$ cat src/hw/rtl/ema_with_sma_seed_assert.svh
// Assertion macros for the SMA-seeded moving average block.
// Included by the top level; depends on nothing else.
`ifndef EMA_WITH_SMA_SEED_ASSERT_SVH
`define EMA_WITH_SMA_SEED_ASSERT_SVH
`ifndef NO_ASSERTIONS
// Property must hold at every clock edge outside reset.
`define EMAS_ASSERT(lbl, clk, rstn, prop) \
    lbl: assert property (@(posedge clk) disable iff (!rstn) (prop)) \
        else $error("ema_with_sma_seed: assertion failed");
// Expression must never be true outside reset.
`define EMAS_NEVER(lbl, clk, rstn, expr) \
    lbl: assert property (@(posedge clk) disable iff (!rstn) !(expr)) \
        else $error("ema_with_sma_seed: forbidden condition");
`else
`define EMAS_ASSERT(lbl, clk, rstn, prop)
`define EMAS_NEVER(lbl, clk, rstn, expr)
`endif
`endif

$ cat src/hw/rtl/emas_pkg.sv
// Shared widths and types for the SMA-seeded moving average block.
// Used by emas_div and ema_with_sma_seed; depends on nothing.
`default_nettype none
package emas_pkg;
    localparam int PRICE_W  = 48;              // Q32.16 price and average
    localparam int SUM_W    = 64;              // warm-up running sum, divider dividend
    localparam int PERIOD_W = 16;              // period register and sample count
    localparam int DVS_W    = PERIOD_W + 1;    // divisor up to n+1
    localparam int STEP_W   = $clog2(SUM_W);   // divider step counter

    typedef struct packed {
        logic busy;
        logic done;
    } t_div_stat;
endpackage
`default_nettype wire

$ cat src/hw/rtl/ema_with_sma_seed.sv
// Channel   Direction  Handshake                 Payload
// in        to block   i_in_valid / o_in_stall   i_price[47:0]
// out       from block o_out_valid / i_out_stall o_average[47:0], o_seeded
// cfg       to block   i_cfg_valid / o_cfg_ready i_cfg_data[15:0] (period)
//
// One transaction is handled at a time. A warm-up price that does not form
// the seed passes through S_OUT into the output register; a seeding price or
// an EMA update first waits in S_DIV for the 64 steps of the shared
// bit-serial divider (one quotient bit per cycle), then passes through S_OUT.
// A new price is taken only once the block is back in S_IDLE. The next input
// is taken while a result still waits in the output register.
// Reset is synchronous, active low: period 10, empty sum, count zero, warming
// up, average zero. A stall on the output holds the finished result and,
// after one more result is computed, holds the block.
// Depends on emas_pkg, emas_div and ema_with_sma_seed_assert.svh.
`default_nettype none
`include "ema_with_sma_seed_assert.svh"
module ema_with_sma_seed import emas_pkg::*; (
    input  wire logic                i_clk,
    input  wire logic                i_rst_n,
    // input transaction
    input  wire logic                i_in_valid,
    output logic                     o_in_stall,
    input  wire logic [PRICE_W-1:0]  i_price,
    // output transaction
    output logic                     o_out_valid,
    input  wire logic                i_out_stall,
    output logic      [PRICE_W-1:0]  o_average,
    output logic                     o_seeded,
    // period register write
    input  wire logic                i_cfg_valid,
    output logic                     o_cfg_ready,
    input  wire logic [PERIOD_W-1:0] i_cfg_data
);
    localparam logic [1:0] S_IDLE = 2'd0;  // ready for a price
    localparam logic [1:0] S_DIV  = 2'd1;  // divider running
    localparam logic [1:0] S_OUT  = 2'd2;  // result waits for the output register

    logic [1:0]          r_state;
    logic [PERIOD_W-1:0] r_period;
    logic [SUM_W-1:0]    r_sum;
    logic [PERIOD_W-1:0] r_cnt;
    logic                r_warm;
    logic [PRICE_W-1:0]  r_avg;
    logic                r_out_valid;
    logic [PRICE_W-1:0]  r_out_average;
    logic                r_out_seeded;
    logic                r_seed_op;   // divider is forming the seed
    logic                r_sub;       // EMA step moves the average down

    logic                w_in_acc;
    logic                w_out_free;
    logic [PERIOD_W-1:0] w_eff_n;
    logic [SUM_W-1:0]    n_sum;
    logic [PERIOD_W-1:0] n_cnt;
    logic                w_seed_now;
    logic                w_below;
    logic [PRICE_W-1:0]  w_diff;
    logic                w_div_start;
    logic [SUM_W-1:0]    w_dividend;
    logic [DVS_W-1:0]    w_divisor;
    logic [SUM_W-1:0]    w_quo;
    logic [PRICE_W-1:0]  w_q;
    t_div_stat           w_div_stat;

    assign w_in_acc   = i_in_valid && !o_in_stall;
    // output register may be loaded when empty or being emptied this cycle
    assign w_out_free = !r_out_valid || !i_out_stall;

    // a period of zero behaves as one
    assign w_eff_n = (r_period == '0) ? PERIOD_W'(1) : r_period;

    always_comb begin
        n_sum      = r_sum + SUM_W'(i_price);
        n_cnt      = r_cnt + 1'b1;
        // seed on reaching or passing the period, or on count wrap
        w_seed_now = (n_cnt >= w_eff_n) || (n_cnt == '0);
        w_below    = (i_price < r_avg);
        w_diff     = w_below ? (r_avg - i_price) : (i_price - r_avg);

        w_div_start = w_in_acc && (!r_warm || w_seed_now);
        if (r_warm) begin
            // simple mean of all prices so far
            w_dividend = n_sum;
            w_divisor  = (n_cnt == '0) ? DVS_W'(1) : {1'b0, n_cnt};
        end else begin
            // 2*|price - avg| / (n+1), magnitude truncated
            w_dividend = SUM_W'({w_diff, 1'b0});
            w_divisor  = {1'b0, w_eff_n} + DVS_W'(1);
        end
    end

    emas_div u_div (
        .i_clk      (i_clk),
        .i_rst_n    (i_rst_n),
        .i_start    (w_div_start),
        .i_dividend (w_dividend),
        .i_divisor  (w_divisor),
        .o_quotient (w_quo),
        .o_stat     (w_div_stat)
    );

    // quotient never exceeds the sum mean or the difference, so 48 bits hold it
    assign w_q = w_quo[PRICE_W-1:0];

    always_ff @(posedge i_clk) begin
        if (!i_rst_n) begin
            r_state     <= S_IDLE;
            r_period    <= PERIOD_W'(10);
            r_sum       <= '0;
            r_cnt       <= '0;
            r_warm      <= 1'b1;
            r_avg       <= '0;
            r_out_valid <= 1'b0;
        end else begin
            if (i_cfg_valid && o_cfg_ready) begin
                r_period <= i_cfg_data;
            end
            // drop the output once the consumer takes it
            if (r_out_valid && !i_out_stall) begin
                r_out_valid <= 1'b0;
            end
            case (r_state)
                S_IDLE: begin
                    if (w_in_acc) begin
                        if (r_warm) begin
                            r_sum <= n_sum;
                            r_cnt <= n_cnt;
                        end
                        r_state <= w_div_start ? S_DIV : S_OUT;
                    end
                end
                S_DIV: begin
                    if (w_div_stat.done) begin
                        if (r_seed_op) begin
                            r_avg  <= w_q;
                            r_warm <= 1'b0;
                        end else if (r_sub) begin
                            r_avg <= r_avg - w_q;
                        end else begin
                            r_avg <= r_avg + w_q;
                        end
                        r_state <= S_OUT;
                    end
                end
                S_OUT: begin
                    if (w_out_free) begin
                        r_out_valid <= 1'b1;
                        r_state     <= S_IDLE;
                    end
                end
                default: begin
                    r_state <= S_IDLE;
                end
            endcase
        end
    end

    // payload registers, no reset needed
    always_ff @(posedge i_clk) begin
        if (w_in_acc) begin
            r_seed_op <= r_warm;
            r_sub     <= w_below;
        end
        if (r_state == S_OUT && w_out_free) begin
            r_out_average <= r_avg;
            r_out_seeded  <= !r_warm;
        end
    end

    assign o_in_stall  = (r_state != S_IDLE);
    assign o_out_valid = r_out_valid;
    assign o_average   = r_out_average;
    assign o_seeded    = r_out_seeded;
    assign o_cfg_ready = 1'b1;

    // divider finishes only while the sequencer waits for it
    `EMAS_ASSERT(a_done_in_div, i_clk, i_rst_n, w_div_stat.done |-> (r_state == S_DIV))
    // divider runs only while the sequencer waits for it
    `EMAS_ASSERT(a_busy_in_div, i_clk, i_rst_n, w_div_stat.busy |-> (r_state == S_DIV))
    // once seeded, the block never returns to warm-up
    `EMAS_ASSERT(a_seed_sticky, i_clk, i_rst_n, !r_warm |=> !r_warm)
    // the average stays zero until the seed is formed
    `EMAS_NEVER(a_avg_zero_warm, i_clk, i_rst_n, r_warm && (r_avg != '0))
    // a new result appears only from the hand-off state
    `EMAS_ASSERT(a_out_from_hold, i_clk, i_rst_n, $rose(r_out_valid) |-> ($past(r_state) == S_OUT))
endmodule
`default_nettype wire

$ cat src/hw/rtl/emas_div.sv
// Bit-serial restoring divider, one quotient bit per cycle.
// Depends on emas_pkg.
`default_nettype none
module emas_div import emas_pkg::*; (
    input  wire logic              i_clk,
    input  wire logic              i_rst_n,
    input  wire logic              i_start,
    input  wire logic [SUM_W-1:0]  i_dividend,
    input  wire logic [DVS_W-1:0]  i_divisor,
    output logic      [SUM_W-1:0]  o_quotient,
    output t_div_stat              o_stat
);
    logic [SUM_W-1:0]  r_quo;
    logic [DVS_W-1:0]  r_rem;
    logic [DVS_W-1:0]  r_dvs;
    logic [STEP_W-1:0] r_cnt;
    logic              r_busy;
    logic              r_done;

    logic [DVS_W:0]    w_trial;
    logic [DVS_W:0]    w_diff;
    logic              w_fit;
    logic [DVS_W-1:0]  n_rem;

    // shift the next dividend bit into the partial remainder, trial subtract
    always_comb begin
        w_trial = {r_rem, r_quo[SUM_W-1]};
        w_diff  = w_trial - {1'b0, r_dvs};
        w_fit   = (w_trial >= {1'b0, r_dvs});
        n_rem   = w_fit ? w_diff[DVS_W-1:0] : w_trial[DVS_W-1:0];
    end

    always_ff @(posedge i_clk) begin
        if (!i_rst_n) begin
            r_busy <= 1'b0;
            r_done <= 1'b0;
            r_cnt  <= '0;
        end else begin
            r_done <= 1'b0;
            if (i_start) begin
                r_busy <= 1'b1;
                r_cnt  <= STEP_W'(SUM_W - 1);
            end else if (r_busy) begin
                r_cnt <= r_cnt - 1'b1;
                if (r_cnt == '0) begin
                    r_busy <= 1'b0;
                    r_done <= 1'b1;
                end
            end
        end
    end

    always_ff @(posedge i_clk) begin
        if (i_start) begin
            r_quo <= i_dividend;
            r_rem <= '0;
            r_dvs <= i_divisor;
        end else if (r_busy) begin
            r_quo <= {r_quo[SUM_W-2:0], w_fit};
            r_rem <= n_rem;
        end
    end

    assign o_quotient  = r_quo;
    assign o_stat.busy = r_busy;
    assign o_stat.done = r_done;
endmodule
`default_nettype wire
$ cat config.mk
export PLATFORM = sky130hd
export DESIGN_NAME = ema_with_sma_seed
export DESIGN_NICKNAME = d
export VERILOG_FILES = /design/src/hw/rtl/emas_pkg.sv /design/src/hw/rtl/ema_with_sma_seed.sv /design/src/hw/rtl/emas_div.sv
export VERILOG_INCLUDE_DIRS = /design/src /design/src/hw/rtl
export SDC_FILE = /design/constraint.sdc
export NUM_CORES = 1
export LEC_CHECK = 0
export BUFFER_PORTS_ARGS = -buffer_cell sky130_fd_sc_hd__buf_2
export CORE_MARGIN = 1.5
export CORE_UTILIZATION = 45
export DETAILED_ROUTE_END_ITERATION = 6
export GPL_ROUTABILITY_DRIVEN = 0
export HOLD_SLACK_MARGIN = 0.1
export PLACE_DENSITY = 0.63
export SLEW_MARGIN = 20
export SYNTH_ARGS = -nofsm -noshare
export SYNTH_HDL_FRONTEND = slang
export SYNTH_SLANG_ARGS = --single-unit
$ cat constraint.sdc
create_clock -name i_clk -period 5.1 [get_ports i_clk]
set_input_delay 0.51 -clock i_clk [delete_from_list [all_inputs] [get_ports i_clk]]
set_output_delay 0.51 -clock i_clk [all_outputs]
set_load 0.02 [all_outputs]
==> results.sh <==
export IMPL_status="completed"
export IMPL_root_buffer="clkbuf_16"
export IMPL_synth_area_leaders="edfxtp_1, dfxtp_1, ha_1, a21oi_1, xnor2_1"
export IMPL_final_setup_viol_count=0
export IMPL_rr_worst_depth=18
export IMPL_ff2ff_setup_slack_ns=0.36
export IMPL_top_layer="met5"
export IMPL_wl_met1_mm=35.4
export IMPL_required_ns=5.54
export IMPL_end_kind="flop"
export IMPL_worstSetupPathType="reg2reg"
export IMPL_coreArea_sq_um=57500
export IMPL_holdCritPathClass="in2reg"
export IMPL_syn_nets=3587
export IMPL_power_w=0.00785
export IMPL_dp_cells=4015
export IMPL_wl_met2_mm=36.0
export IMPL_worst_pin_slew_ns=1.22
export IMPL_final_cell_count_no_fill=4092
export IMPL_synth_cells=3286
export IMPL_ios=121
export IMPL_grt_max_degree=61
export IMPL_start_util_pct=45.4
export IMPL_cts_buffer_depth=3
export IMPL_drv_cap=0
export IMPL_intPower_w=0.00529
export IMPL_finalHoldViolations=0
export IMPL_ir_drop_mv=0.252
export IMPL_io_buffers=119
export IMPL_clock_latency_ns=0.59
export IMPL_antenna_found_initial=10
export IMPL_viasPerCell=5.97
export IMPL_slew_viol_final=0
export IMPL_synth_top_area_share_pct=15.2
export IMPL_finalCritPeriodShare_pct=93.0
export IMPL_wl_met3_mm=7.22
export IMPL_synth_top_area_cell="edfxtp_1"
export IMPL_comb_power_share_pct=26.5
export IMPL_area_delta_synth_final_pct=9.46
export IMPL_tritoncts="yes"
export IMPL_ant_nets=0
export IMPL_clkSlewWorstSetupHoldPaths_ns=0.06
export IMPL_async_flop_share_pct=0
export IMPL_arrival_ns=5.18
export IMPL_wirelength_mm=81.3
export IMPL_synth_area_sq_um=26100
export IMPL_clock_sinks=305
export IMPL_r2r_start="u_div.o_quotient[9]"
export IMPL_die_x_um=244
export IMPL_power_leakage_nw=12.2
export IMPL_dr_pass1_iters=5
export IMPL_chipHeight_um=244
export IMPL_avgSynthCellArea_sq_um=7.94
export IMPL_synth_edf_count=132
export IMPL_ys_seq_area_share_pct=28.5
export IMPL_ys_types=94
export IMPL_grtUsageTotal_pct=26.5
export IMPL_tns_ns=0
export IMPL_p_sw_w=0.00256
export IMPL_die_area_sq_um=59400
export IMPL_dp_slack_ns=0.397
export IMPL_skew_ns=0.0360
export IMPL_min_period_ns=4.74
export IMPL_cts_buffers=39
export IMPL_critPathLaunchType="flop"
export IMPL_crit_path_end="r_avg[40]"
export IMPL_p_clk_share_pct=38.0
export IMPL_rsz0062_at_grt="false"
export IMPL_drtIter0Drc=2165
export IMPL_relSlewSlack_pct=18.7
export IMPL_synth_warnings=0
export IMPL_routedWlPerCell_um=19.9
export IMPL_reg2reg_to="r_avg[40]"
export IMPL_dp_hpwl_mm=62.4
export IMPL_worstPathMaxFanout=6
export IMPL_hold_depth=3
export IMPL_drc=0
export IMPL_grt_pass1_wl_mm=126
export IMPL_nets=3592
export IMPL_p_per_area_nw_per_um2=275
export IMPL_synth_most_common_cell="a21oi_1"
export IMPL_dr_total_vias=24400
export IMPL_worst_slack_ns=0.356
export IMPL_grt_pass1_vias=23200
export IMPL_max_freq_ghz=0.211
export IMPL_htreeDepth=2
export IMPL_drive_above_1_share_pct=8.28
export IMPL_rows=88
export IMPL_seq_power_share_pct=35.5
export IMPL_synth_commonest_cells="a21oi_1, nand2_1, nor2_1, ha_1, o21ai_0"
export IMPL_overflow=0
export IMPL_crit_start="u_div.o_quotient[9]"
export IMPL_synth_ff_latch_count=305
export IMPL_netSwitchingFraction_pct=32.6
export IMPL_ys_flop_type="dfxtp_1"
export IMPL_cts_setup_buffers=0
## flip-flops by register name, summed over array words and instances (netlist names), 2 cells and up
register          flops
o_average            48
r_avg                48
r_cnt                16
r_period             16
r_state               2
r_sum                64
u_div.o_quotient     64
u_div.r_cnt           6
u_div.r_dvs          17
u_div.r_rem          17
## placed cells by master (no fill, tap or decap), drive strengths merged, types with 11 or more instances in the layout
cell	instances
a211o	11
a211oi	77
a21o	118
a21oi	362
a221oi	13
a31oi	31
and2	21
and3	24
buf	163
clkbuf	49
clkinv	12
dfxtp	173
edfxtp	132
ha	227
inv	190
mux2i	63
nand2	332
nand2b	23
nand3	72
nand3b	13
nand4	64
nor2	279
nor2b	20
nor3	57
nor4	19
o211ai	38
o21a	26
o21ai	228
o21bai	46
o31ai	16
or3	20
or4	12
xnor2	162
xor2	101
## cell type report
cell class	count	area, sq um
diodes	5	12.5
clock buffers	49	1080
clock inverters	23	299
fillers	5608	28900
inverters	186	703
multi-input cells	2596	17200
flip-flops and latches	305	7430
well taps	765	957
repair buffers	163	926
## worst min path at each step
stage	startpoint	end	slack [ns]
global placement	r_sum[25]	r_sum[25]	0.45
global route	i_cfg_data[7]	r_period[7]	0.15
floorplan	r_avg[0]	o_average[0]	0.43
detailed placement	r_sum[35]	r_sum[35]	0.45
finish	i_cfg_data[1]	r_period[1]	0.15
CTS	i_cfg_data[1]	r_period[1]	0.13
## kinds of logic (layout without fill, tap and decap cells)
| logic type | count (synthesis) | in the layout | share of synthesized area, % |
|---|---|---|---|
| and+or+nand+nor | 979 | 979 | 17.5 |
| muxes | 68 | 68 | 2.63 |
| adders and majority gates | 232 | 232 | 11.3 |
| DFF | 305 | 305 | 28.5 |
| other | 1 | 6 | 0.0144 |
| xor gates and xnor gates | 263 | 263 | 8.86 |
| AOI/OAI and AO/OA | 1053 | 1053 | 25.2 |
| buffers and inverters | 385 | 421 | 5.99 |
## power groups by stage
stage | combinational [W] | clock [W] | sequential (W)
after detailed placement | 0.00203 | 0 | 0.00284
after CTS | 0.00203 | 0.00304 | 0.00279
after global routing | 0.00227 | 0.00313 | 0.00280
after global placement | 0.00198 | 0 | 0.00283
final | 0.00208 | 0.00298 | 0.00279
after floorplan | 0.00148 | 0 | 0.00283
## timing repair
| action | in CTS | in global routing |
|---|---|---|
| gates resized for setup | 0 | 1 |
| setup endpoints to repair | 0 | 1 |
| hold buffers | 0 | 0 |
## worst max-delay path: stages, from the launching register on
cell and delay (ns):
edfxtp_1 0.46, or4_1 0.59, nor4_2 0.24, and3b_1 0.36
a21oi_1 0.13, xnor2_1 0.14, ha_1 0.36, a21oi_1 0.28
o21bai_1 0.09, a21oi_1 0.16, o21ai_0 0.11, a21oi_1 0.34
o21ai_0 0.20, buf_4 0.18, a31oi_1 0.42, o21bai_1 0.16
xor2_1 0.18, nand3_1 0.10, o21ai_0 0.10
## metrics by stage
stage          utilization [%]  hold slack [ns]  cell area (sq um)
3_5_place_dp              47.3            0.455              27200
2_1_floorplan                -            0.434              26100
6_report                  49.7            0.154              28600
4_1_cts                   49.7            0.129              28500
3_3_place_gp              47.3            0.447              27200
5_1_grt                   49.7            0.151              28600
## metal layers
metal | up-vias | track usage (%)
met5 | - | 0
met4 | 6 | 8.82
met3 | 190 | 5.36
met2 | 986 | 42.2
met1 | 11400 | 35.6
li1 | 11800 | -
Note: power is estimated with default switching activity, not from simulation.
